File: src/akld_pkg.sv
// ----------------------------------------------------------------------------
// akld_pkg
// Shared types and constants for the ladder keypad debouncer: key bits,
// ladder thresholds, configuration register indexes and reset values.
// ----------------------------------------------------------------------------
package akld_pkg;

    // Key bit positions in the key mask.
    localparam int unsigned KEY_W = 6;
    localparam logic [KEY_W-1:0] KEY_NONE = 6'h00;
    localparam logic [KEY_W-1:0] KEY_LR   = 6'h01;
    localparam logic [KEY_W-1:0] KEY_FA   = 6'h02;
    localparam logic [KEY_W-1:0] KEY_UV   = 6'h04;
    localparam logic [KEY_W-1:0] KEY_MENU = 6'h08;
    localparam logic [KEY_W-1:0] KEY_VOL  = 6'h10;
    localparam logic [KEY_W-1:0] KEY_PTT  = 6'h20;

    // Field widths.
    localparam int unsigned SAMPLE_W = 8;
    localparam int unsigned OFFSET_W = 6;
    localparam int unsigned LIMIT_W  = 8;
    localparam int unsigned CFG_W    = 8;
    // Sample plus offset needs one extra bit.
    localparam int unsigned SUM_W    = SAMPLE_W + 1;

    // Ladder thresholds, compared against sample plus offset.
    localparam logic [SUM_W-1:0] THR_NONE = 9'd255;
    localparam logic [SUM_W-1:0] THR_LR   = 9'd207;
    localparam logic [SUM_W-1:0] THR_FA   = 9'd155;
    localparam logic [SUM_W-1:0] THR_UV   = 9'd100;
    localparam logic [SUM_W-1:0] THR_MENU = 9'd50;

    // Configuration register indexes.
    typedef enum logic [0:0] {
        CFG_ADC_OFFSET     = 1'b0,
        CFG_DEBOUNCE_LIMIT = 1'b1
    } t_cfg_idx;

    // Reset values of the configuration registers.
    localparam logic [OFFSET_W-1:0] OFFSET_RST = 6'd10;
    localparam logic [LIMIT_W-1:0]  LIMIT_RST  = 8'd50;

    // Configuration as seen by the datapath.
    typedef struct packed {
        logic [OFFSET_W-1:0] adc_offset;
        logic [LIMIT_W-1:0]  debounce_limit;
    } t_cfg;

endpackage

File: src/akld_classify.sv
// ----------------------------------------------------------------------------
// akld_classify
// Maps one ladder sample and the PTT level to a raw key pattern.
// ----------------------------------------------------------------------------
module akld_classify (
    input  logic [akld_pkg::SAMPLE_W-1:0] i_ladder_sample,
    input  logic                          i_ptt_line,
    input  logic [akld_pkg::OFFSET_W-1:0] i_adc_offset,
    output logic [akld_pkg::KEY_W-1:0]    o_keys
);

    logic [akld_pkg::SUM_W-1:0] sum;
    logic [akld_pkg::KEY_W-1:0] band;

    // Comparing sample + offset against the fixed threshold is the same as
    // comparing the sample against the threshold less the offset, and it
    // stays unsigned even when the lowered threshold would go negative.
    assign sum = {1'b0, i_ladder_sample}
               + {{(akld_pkg::SUM_W-akld_pkg::OFFSET_W){1'b0}}, i_adc_offset};

    // Pick the band from the top down.
    always_comb begin
        priority if (sum > akld_pkg::THR_NONE) begin
            band = akld_pkg::KEY_NONE;
        end else if (sum > akld_pkg::THR_LR) begin
            band = akld_pkg::KEY_LR;
        end else if (sum > akld_pkg::THR_FA) begin
            band = akld_pkg::KEY_FA;
        end else if (sum > akld_pkg::THR_UV) begin
            band = akld_pkg::KEY_UV;
        end else if (sum > akld_pkg::THR_MENU) begin
            band = akld_pkg::KEY_MENU;
        end else begin
            band = akld_pkg::KEY_VOL;
        end
    end

    // PTT is active low.
    assign o_keys = i_ptt_line ? band : (band | akld_pkg::KEY_PTT);

endmodule

File: src/akld_integrator.sv
// ----------------------------------------------------------------------------
// akld_integrator
// Integrator debounce: holds the count and the last accepted keys, and
// produces the result for each request that steps through.
// ----------------------------------------------------------------------------
module akld_integrator (
    input  logic                         i_clk,
    input  logic                         i_rst_n,
    input  logic                         i_step,
    input  logic [akld_pkg::KEY_W-1:0]   i_keys,
    input  logic [akld_pkg::LIMIT_W-1:0] i_limit,
    output logic [akld_pkg::KEY_W-1:0]   o_result
);

    logic [akld_pkg::LIMIT_W-1:0] r_count;
    logic [akld_pkg::LIMIT_W-1:0] n_count;
    logic [akld_pkg::KEY_W-1:0]   r_accepted;
    logic [akld_pkg::KEY_W-1:0]   n_accepted;
    logic [akld_pkg::LIMIT_W-1:0] count_mid;
    logic                         accept;

    // Count down while the pattern matches, up toward the limit otherwise.
    always_comb begin
        if (i_keys == r_accepted) begin
            count_mid = (r_count != '0) ? r_count - 1'b1 : r_count;
        end else begin
            count_mid = (r_count < i_limit) ? r_count + 1'b1 : r_count;
        end
    end

    // Accept when a nonzero count has reached the limit.
    assign accept     = (count_mid != '0) && (count_mid >= i_limit);
    assign n_count    = accept ? i_limit : count_mid;
    assign n_accepted = accept ? i_keys : r_accepted;
    assign o_result   = accept ? i_keys : akld_pkg::KEY_NONE;

    // State moves only when a request passes to the result register.
    always_ff @(posedge i_clk) begin
        if (!i_rst_n) begin
            r_count    <= '0;
            r_accepted <= akld_pkg::KEY_NONE;
        end else if (i_step) begin
            r_count    <= n_count;
            r_accepted <= n_accepted;
        end
    end

endmodule

File: src/adc_key_ladder_debouncer.sv
// A request accepted into the input register moves on to the result register
// once that register is free. Throughput: one request per cycle while the key
// channel is not stalled; the input register, the classify and integrator
// logic and the result register form a two-stage pipeline.
// The integrator state updates as a request moves into the result register.
// Reset (synchronous, active low) empties both stages, clears the integrator
// and accepted keys, and loads adc_offset 10 and debounce_limit 50.
// ----------------------------------------------------------------------------
// adc_key_ladder_debouncer
// Resistor ladder keypad decoder with integrator debounce, top level.
// ----------------------------------------------------------------------------
module adc_key_ladder_debouncer (
    input  logic                          i_clk,
    input  logic                          i_rst_n,
    // Configuration write port.
    input  logic                          i_cfg_we,
    input  logic [0:0]                    i_cfg_index,
    input  logic [akld_pkg::CFG_W-1:0]    i_cfg_data,
    // Sample channel.
    input  logic                          i_sample_valid,
    output logic                          o_sample_ready,
    input  logic [akld_pkg::SAMPLE_W-1:0] i_ladder_sample,
    input  logic                          i_ptt_line,
    // Key channel.
    output logic                          o_key_valid,
    input  logic                          i_key_ready,
    output logic [akld_pkg::KEY_W-1:0]    o_key_mask
);

    akld_pkg::t_cfg                r_cfg;
    logic                          r_in_valid;
    logic [akld_pkg::SAMPLE_W-1:0] r_sample;
    logic                          r_ptt;
    logic                          r_out_valid;
    logic [akld_pkg::KEY_W-1:0]    r_key_mask;
    logic                          out_free;
    logic                          step;
    logic [akld_pkg::KEY_W-1:0]    keys;
    logic [akld_pkg::KEY_W-1:0]    result;

    // Configuration registers.
    always_ff @(posedge i_clk) begin
        if (!i_rst_n) begin
            r_cfg.adc_offset     <= akld_pkg::OFFSET_RST;
            r_cfg.debounce_limit <= akld_pkg::LIMIT_RST;
        end else if (i_cfg_we) begin
            unique case (akld_pkg::t_cfg_idx'(i_cfg_index))
                akld_pkg::CFG_ADC_OFFSET: begin
                    r_cfg.adc_offset <= i_cfg_data[akld_pkg::OFFSET_W-1:0];
                end
                akld_pkg::CFG_DEBOUNCE_LIMIT: begin
                    r_cfg.debounce_limit <= i_cfg_data[akld_pkg::LIMIT_W-1:0];
                end
                default: begin
                    r_cfg <= r_cfg;
                end
            endcase
        end
    end

    // Pipeline handshake: the result register frees when it is taken.
    assign out_free       = !r_out_valid || i_key_ready;
    assign step           = r_in_valid && out_free;
    assign o_sample_ready = !r_in_valid || out_free;

    // Stage valid bits.
    always_ff @(posedge i_clk) begin
        if (!i_rst_n) begin
            r_in_valid  <= 1'b0;
            r_out_valid <= 1'b0;
        end else begin
            if (o_sample_ready) begin
                r_in_valid <= i_sample_valid;
            end
            if (out_free) begin
                r_out_valid <= r_in_valid;
            end
        end
    end

    // Input register payload.
    always_ff @(posedge i_clk) begin
        if (i_sample_valid && o_sample_ready) begin
            r_sample <= i_ladder_sample;
            r_ptt    <= i_ptt_line;
        end
    end

    akld_classify u_classify (
        .i_ladder_sample (r_sample),
        .i_ptt_line      (r_ptt),
        .i_adc_offset    (r_cfg.adc_offset),
        .o_keys          (keys)
    );

    akld_integrator u_integrator (
        .i_clk    (i_clk),
        .i_rst_n  (i_rst_n),
        .i_step   (step),
        .i_keys   (keys),
        .i_limit  (r_cfg.debounce_limit),
        .o_result (result)
    );

    // Result register payload.
    always_ff @(posedge i_clk) begin
        if (step) begin
            r_key_mask <= result;
        end
    end

    assign o_key_valid = r_out_valid;
    assign o_key_mask  = r_key_mask;

endmodule

File: config.mk
export PLATFORM = sky130hd
export DESIGN_NAME = adc_key_ladder_debouncer
export DESIGN_NICKNAME = d
export VERILOG_FILES = /design/src/akld_pkg.sv /design/src/akld_classify.sv /design/src/akld_integrator.sv /design/src/adc_key_ladder_debouncer.sv
export SDC_FILE = /design/constraint.sdc
export NUM_CORES = 1
export LEC_CHECK = 0
export ABC_CLOCK_PERIOD_IN_PS = 5400
export BUFFER_PORTS_ARGS = -buffer_cell sky130_fd_sc_hd__clkbuf_2
export CAP_MARGIN = 0
export CELL_PAD_IN_SITES_DETAIL_PLACEMENT = 0
export CELL_PAD_IN_SITES_GLOBAL_PLACEMENT = 1
export CORE_ASPECT_RATIO = 0.5
export CORE_MARGIN = 5
export CORE_UTILIZATION = 41
export CTS_CLUSTER_SIZE = 30
export DETAILED_ROUTE_END_ITERATION = 8
export PLACE_DENSITY_LB_ADDON = 0.3
export SYNTH_ARGS = -nofsm -noshare
export SYNTH_HDL_FRONTEND = slang
export SYNTH_SLANG_ARGS = --single-unit
File: constraint.sdc
create_clock -name i_clk -period 5.4 [get_ports i_clk]
set_input_delay 1.08 -clock i_clk [delete_from_list [all_inputs] [get_ports i_clk]]
set_output_delay 1.08 -clock i_clk [all_outputs]
set_load 0.05 [all_outputs]
==> qor.txt, run 1 <==
Status = complete, but fails checks
Failing checks = setup timing
Root Buffer = clkbuf_16
Tcrit/Tclk final = 101%
Pre-CTS setup slack = -0.0448 ns
# setup viols final = 7
Die Height = 72.6 um
Hpwl dp = 6390 um
Register area share after synthesis = 32.7%
CTS Hold Bufs = 0
Synthesized cell area = 3220 sq um
Dpl cell area = 3610 sq um
Setup CP Type = flip-flop to flip-flop
Clock tree buffer depth = 2
Crit. path cell count = 27
Relative slew slack = 49.2%
Met3 Track Usage GR = 3.44%
LEAKAGE = 0.00173 uW
Num rows = 22
DR vias/cell = 5.64
Fin area = 3990 sq um
Final setup TNS = -0.277 ns
R2R cell count = 27
Met1 usage = 24.1%
Tmin final = 5.47 ns
F_max = 0.183 GHz
Layout Nets = 459
Final Hold Vio Count = 0
GR met2 Demand/Resource = 29.8%
Power per cell area = 321 nW/um^2
Total Power = 1280 uW
Largest net degree at the start of global routing = 20
Synth cell types = 67
Post-synth ARST share = 0%
Vias in the first global route = 2,826
Post-Synthesis Cells = 363
Syn Area/Cell = 8.86 sq um
Crit end category = flip-flop
Final WS setup = -0.0669 ns
Post-Syn Nets = 411
Via count = 2,932
Slowest cell on crit path = nor4_2
Io pins = 31
Area Overhead vs Synth = 23.9%
Max cap viols = 0
Predominant post-synthesis flop cell = dfxtp_1
Yosys warnings = 0
Slew @ Worst Pin = 0.761 ns
Yosys reg bits = 45
Final WL = 8620 um
EDFF count, synth = 15
Drt wl/cell = 16.6 um
Overflow after GRT = 0
First-pass GRT wire length = 14,100 um
CP max FO = 6
Share of post-route cells with drive strength above 1 = 27.4%
Max stage delay on crit path = 0.39 ns
Gr busiest metal = met2
WHS = 0.459 ns
IO buf count = 30
Data required time of the worst path = 5.45 ns
Antenna diodes = 0
Critical Path AT = 5.52 ns
Num CTS Buffers = 5
Fin. max-slew vios = 0
Htree depth = 2
Pre-antenna DRT Iters = 4
Peak supply drop = 0.155 mV
Die width = 135 um
Critical Path Most Common Cell = a21o_1
Core ar. = 7490 sq um
Drt first-iter violations = 200
ANT nets after route = 0
CTS sink count = 45
Clock-pin slew on the worst setup and hold paths = 0.07 ns
Final Wtd Congestion = 0.876
Hold Crit Depth = 2
Initial core utilization = 43.0%
CP top delay family = compound AO/OA/AOI/OAI gates
WP buf/inv = 6
RSZ-0062 raised after global routing = true
Clk_lat worst skew = 0.29 ns
CTS tree = done
Worst setup SP type = flip-flop
Drt drc = 0
Initial antenna violation count = 0
Worst clock skew = 0.00572 ns
Die ar. = 9820 sq um
GRT Util Overall = 17.9%
Worst hold path type = flip-flop to flip-flop
==> through the flow <==
| stage | std cells | util [%] |
|---|---|---|
| global route | 520 | 53.2 |
| finish | 520 | 53.2 |
| CTS | 516 | 51.7 |
| detailed placement | 506 | 48.3 |
| floorplan | 363 | - |
| global placement | 506 | 48.3 |
==> worst paths after layout <==
path / startpoint / end / slack, ns
worst max-delay path: r_sample[0] / o_key_mask[4] / -0.07
worst min-delay path: r_cfg[3] / r_cfg[3] / 0.46
worst max register to register: r_sample[0] / o_key_mask[4] / -0.07
worst min register to register: r_cfg[3] / r_cfg[3] / 0.46
==> registers in the layout, indices dropped and copies added, names as in the netlist <==
name / cells
r_sample: 8
r_cfg: 14
u_integrator.r_accepted: 6
o_key_valid: 1
r_ptt: 1
u_integrator.r_count: 8
o_key_mask: 6
r_in_valid: 1
==> timing repair <==
item / 4_1_cts / 5_1_grt
pin swaps: 17 / 16
buffers inserted: 2 / 5
endpoints found under the setup margin: 13 / 20
resized for setup: 11 / 20
hold endpoints to repair: 0 / 0
==> logic make-up (layout without fill, tap and decap cells) <==
family	count (synthesis)	count (layout)	share of synthesized area (%)
and+or+nand+nor	120	120	19.8
AOI/OAI and AO/OA	108	108	24.6
DFF	45	45	32.7
buffers and inverters	38	87	4.86
adders and majority gates	25	25	9.96
muxes	17	17	5.45
xor gates and xnor gates	10	10	2.72
==> placed cells by master, fill, tap and decap left out, types with 5 or more instances in the layout <==
| cell type | netlist | layout |
|---|---|---|
| dfxtp_1 | 30 | 29 |
| edfxtp_1 | 15 | 15 |
| ha_1 | 24 | 22 |
| clkbuf_16 | 0 | 7 |
| mux2i_1 | 13 | 11 |
| inv_1 | 21 | 19 |
| nor3_1 | 14 | 13 |
| nor2_1 | 21 | 18 |
| buf_4 | 1 | 25 |
| nand3_1 | 10 | 10 |
| clkbuf_2 | 0 | 30 |
| o21ai_0 | 17 | 15 |
| nand2_1 | 30 | 30 |
| a21o_1 | 8 | 8 |
| a21oi_1 | 26 | 21 |
| nand2b_1 | 6 | 5 |
| o211a_1 | 6 | 6 |
| xnor2_1 | 6 | 5 |
| o211ai_1 | 5 | 5 |
| o21a_1 | 5 | 5 |
| nor4_1 | 6 | 5 |
==> Yosys cell counts (6+ instances only) <==
| master | number | area [sq um] |
|---|---|---|
| a21o_1 | 8 | 60.1 |
| a21oi_1 | 26 | 130 |
| clkbuf_1 | 12 | 45.0 |
| dfxtp_1 | 30 | 601 |
| edfxtp_1 | 15 | 450 |
| ha_1 | 24 | 300 |
| inv_1 | 21 | 78.8 |
| mux2i_1 | 13 | 130 |
| nand2_1 | 30 | 113 |
| nand2b_1 | 6 | 37.5 |
| nand3_1 | 10 | 50.1 |
| nor2_1 | 21 | 78.8 |
| nor3_1 | 14 | 70.1 |
| nor4_1 | 6 | 37.5 |
| o211a_1 | 6 | 60.1 |
| o21ai_0 | 17 | 85.1 |
| xnor2_1 | 6 | 52.6 |
==> where the power goes <==
part           switching, uW  leakage, uW  total, uW  internal [uW]
registers               23.9     0.000390        398            374
clock network            138    0.0000902        365            227
logic                    288      0.00125        519            231
==> layer usage <==
layer,part of all wire [%],wire [um]
met4,1.0,89
met2,48,4120
met3,3.9,334
met1,47,4070
met5,0,0
==> worst register-to-register path, cell delays in order (launching register included) <==
cell and delay [ns]:
edfxtp_1 0.38, ha_4 0.15, inv_2 0.04, fa_2 0.35, and2b_2 0.25, o211ai_1 0.13
buf_4 0.18, a211o_1 0.31, and4_4 0.21, buf_4 0.13, nor4_2 0.39, nor4_4 0.07
buf_4 0.14, a31oi_1 0.26, o221ai_1 0.20, o31ai_2 0.10, ha_1 0.29, a21o_1 0.18
a21o_1 0.15, a21o_1 0.15, a21o_1 0.15, a21o_1 0.15, a21o_1 0.18, a21oi_4 0.14
inv_2 0.09, o41a_4 0.15, buf_4 0.16, and2_4 0.14
==> layout make-up <==
class / count / area [sq um]
clock buffer: 7 / 175
tap: 108 / 135
multi-input combinational: 280 / 2180
fill: 723 / 3500
timing repair buffer: 57 / 360
inverter: 22 / 82.6
sequential: 45 / 1050
clock inverter: 1 / 5.00
Power figures use the tool's default switching activity.
==> run 2, diff against run 1 <==
GPL_TIMING_DRIVEN = 0   (was unset)
==> qor.txt, run 2 (synthesized netlist as in run 1, its figures left out) <==
Area Overhead vs Synth = 27.0%
Max cap viols = 0
Setup CP Type = flip-flop to flip-flop
LEAKAGE = 0.00173 uW
RSZ-0062 raised after global routing = true
Clk_lat worst skew = 0.29 ns
IO buf count = 30
Slew @ Worst Pin = 0.805 ns
Io pins = 31
GRT Util Overall = 18.1%
Final Hold Vio Count = 0
Power per cell area = 310 nW/um^2
Hpwl dp = 6380 um
Final core utilization = 54.6%
Layout Nets = 470
Relative slew slack = 46.3%
Worst hold path type = flip-flop to flip-flop
Share of post-route cells with drive strength above 1 = 29.3%
Most common cell after layout, fill and taps aside = clkbuf_2
Peak supply drop = 0.175 mV
Final WL = 8800 um
First-pass GRT wire length = 14,400 um
Total Power = 1270 uW
Reg with most FFs = r_cfg
Final setup TNS = -2.39 ns
Data required time of the worst path = 5.59 ns
Worst setup SP type = flip-flop
CTS tree = done
F_max = 0.179 GHz
Final Wtd Congestion = 0.899
Failing checks = setup timing
Tmin final = 5.60 ns
Max FFs per register = 14
Die width = 135 um
Vias in the first global route = 2,958
Clock tree buffer depth = 2
DR vias/cell = 5.74
Die Height = 72.6 um
Fin cells = 531
CTS sink count = 45
Num CTS Buffers = 5
Final WS setup = -0.198 ns
Core ar. = 7490 sq um
Largest regs = r_cfg (14), r_sample (8), u_integrator.r_count (8)
Die ar. = 9820 sq um
Htree depth = 2
Overflow after GRT = 0
Worst clock skew = 0.00812 ns
Slowest cell on crit path = edfxtp_1
Initial core utilization = 43.0%
Tcrit/Tclk final = 104%
Largest net degree at the start of global routing = 18
Drt drc = 0
Num rows = 22
# setup viols final = 20
DP Cell Count = 501
Pre-antenna DRT Iters = 4
Critical Path AT = 5.78 ns
Via count = 3,048
Max stage delay on crit path = 0.42 ns
CP max FO = 7
Status = complete, but fails checks
CP top delay family = compound AO/OA/AOI/OAI gates
ANT nets after route = 0
Antenna diodes = 0
Drt wl/cell = 16.6 um
Fin. max-slew vios = 0
Initial antenna violation count = 0
Critical Path Most Common Cell = a21o_1
Drt first-iter violations = 190
Crit end category = flip-flop
WP buf/inv = 3
Root Buffer = clkbuf_16
Most frequent cells in the layout = 30 x clkbuf_2, 29 x nand2_1, 29 x dfxtp_1
Clock-pin slew on the worst setup and hold paths = 0.07 ns
## run 2: changes by cell type in the layout (fill, tap and decap cells not counted), sizes merged
cell | before | now
clkbuf | 37 | 47
buf | 27 | 26
inv | 21 | 24
clkinv | 2 | 1
## run 2: tightest hold or removal path, cell delays in order (launching register included)
cell and delay, ns:
dfxtp_1 0.31, nand2_1 0.05, a21oi_1 0.05
## run 2: layer usage
metal | GRT usage [%] | vias to the layer above | share of wire (%)
met4 | 4.25 | 0 | 1.2
met5 | 0 | - | 0
met1 | 24.1 | 1487 | 48
li1 | - | 1483 | -
met2 | 31.6 | 64 | 48
met3 | 2.55 | 14 | 3.1
## run 2: per-stage QoR
step | setup slack, ns | area [sq um] | hold slack (ns)
floorplan | -0.127 | 3240 | 0.436
global placement | -0.817 | 3530 | 0.449
detailed placement | -0.913 | 3530 | 0.451
CTS | -0.128 | 3920 | 0.461
global route | -0.420 | 4090 | 0.479
finish | -0.198 | 4090 | 0.460
## run 2: worst paths after layout
path | startpoint | endpoint | slack, ns | depth (start not counted)
worst max-delay path | r_sample[0] | u_integrator.r_count[0] | -0.20 | 26
worst min-delay path | r_cfg[3] | r_cfg[3] | 0.46 | 2
worst max register to register | r_sample[0] | u_integrator.r_count[0] | -0.20 | 26
worst min register to register | r_cfg[3] | r_cfg[3] | 0.46 | 2
## run 2: repair_timing
action,CTS,global route
pin swaps,24,13
buffers inserted,16,5
setup endpoints to repair,20,20
hold buffers,0,0
resized for setup,28,25
gates cloned,1,0
## run 2: report_power, final
part / internal (uW) / switching (uW) / total (uW)
registers: 373 / 17.5 / 391
logic: 244 / 312 / 556
clock network: 177 / 144 / 321
## run 2: cell type report
cell class	count	area [sq um]
Fill cell	693	3400
Multi-Input combinational cell	280	2260
Sequential cell	45	1050
Timing Repair Buffer	52	327
Tap cell	108	135
Clock buffer	5	125
Inverter	22	82.6
Buffer	16	77.6
Clock inverter	3	26.3
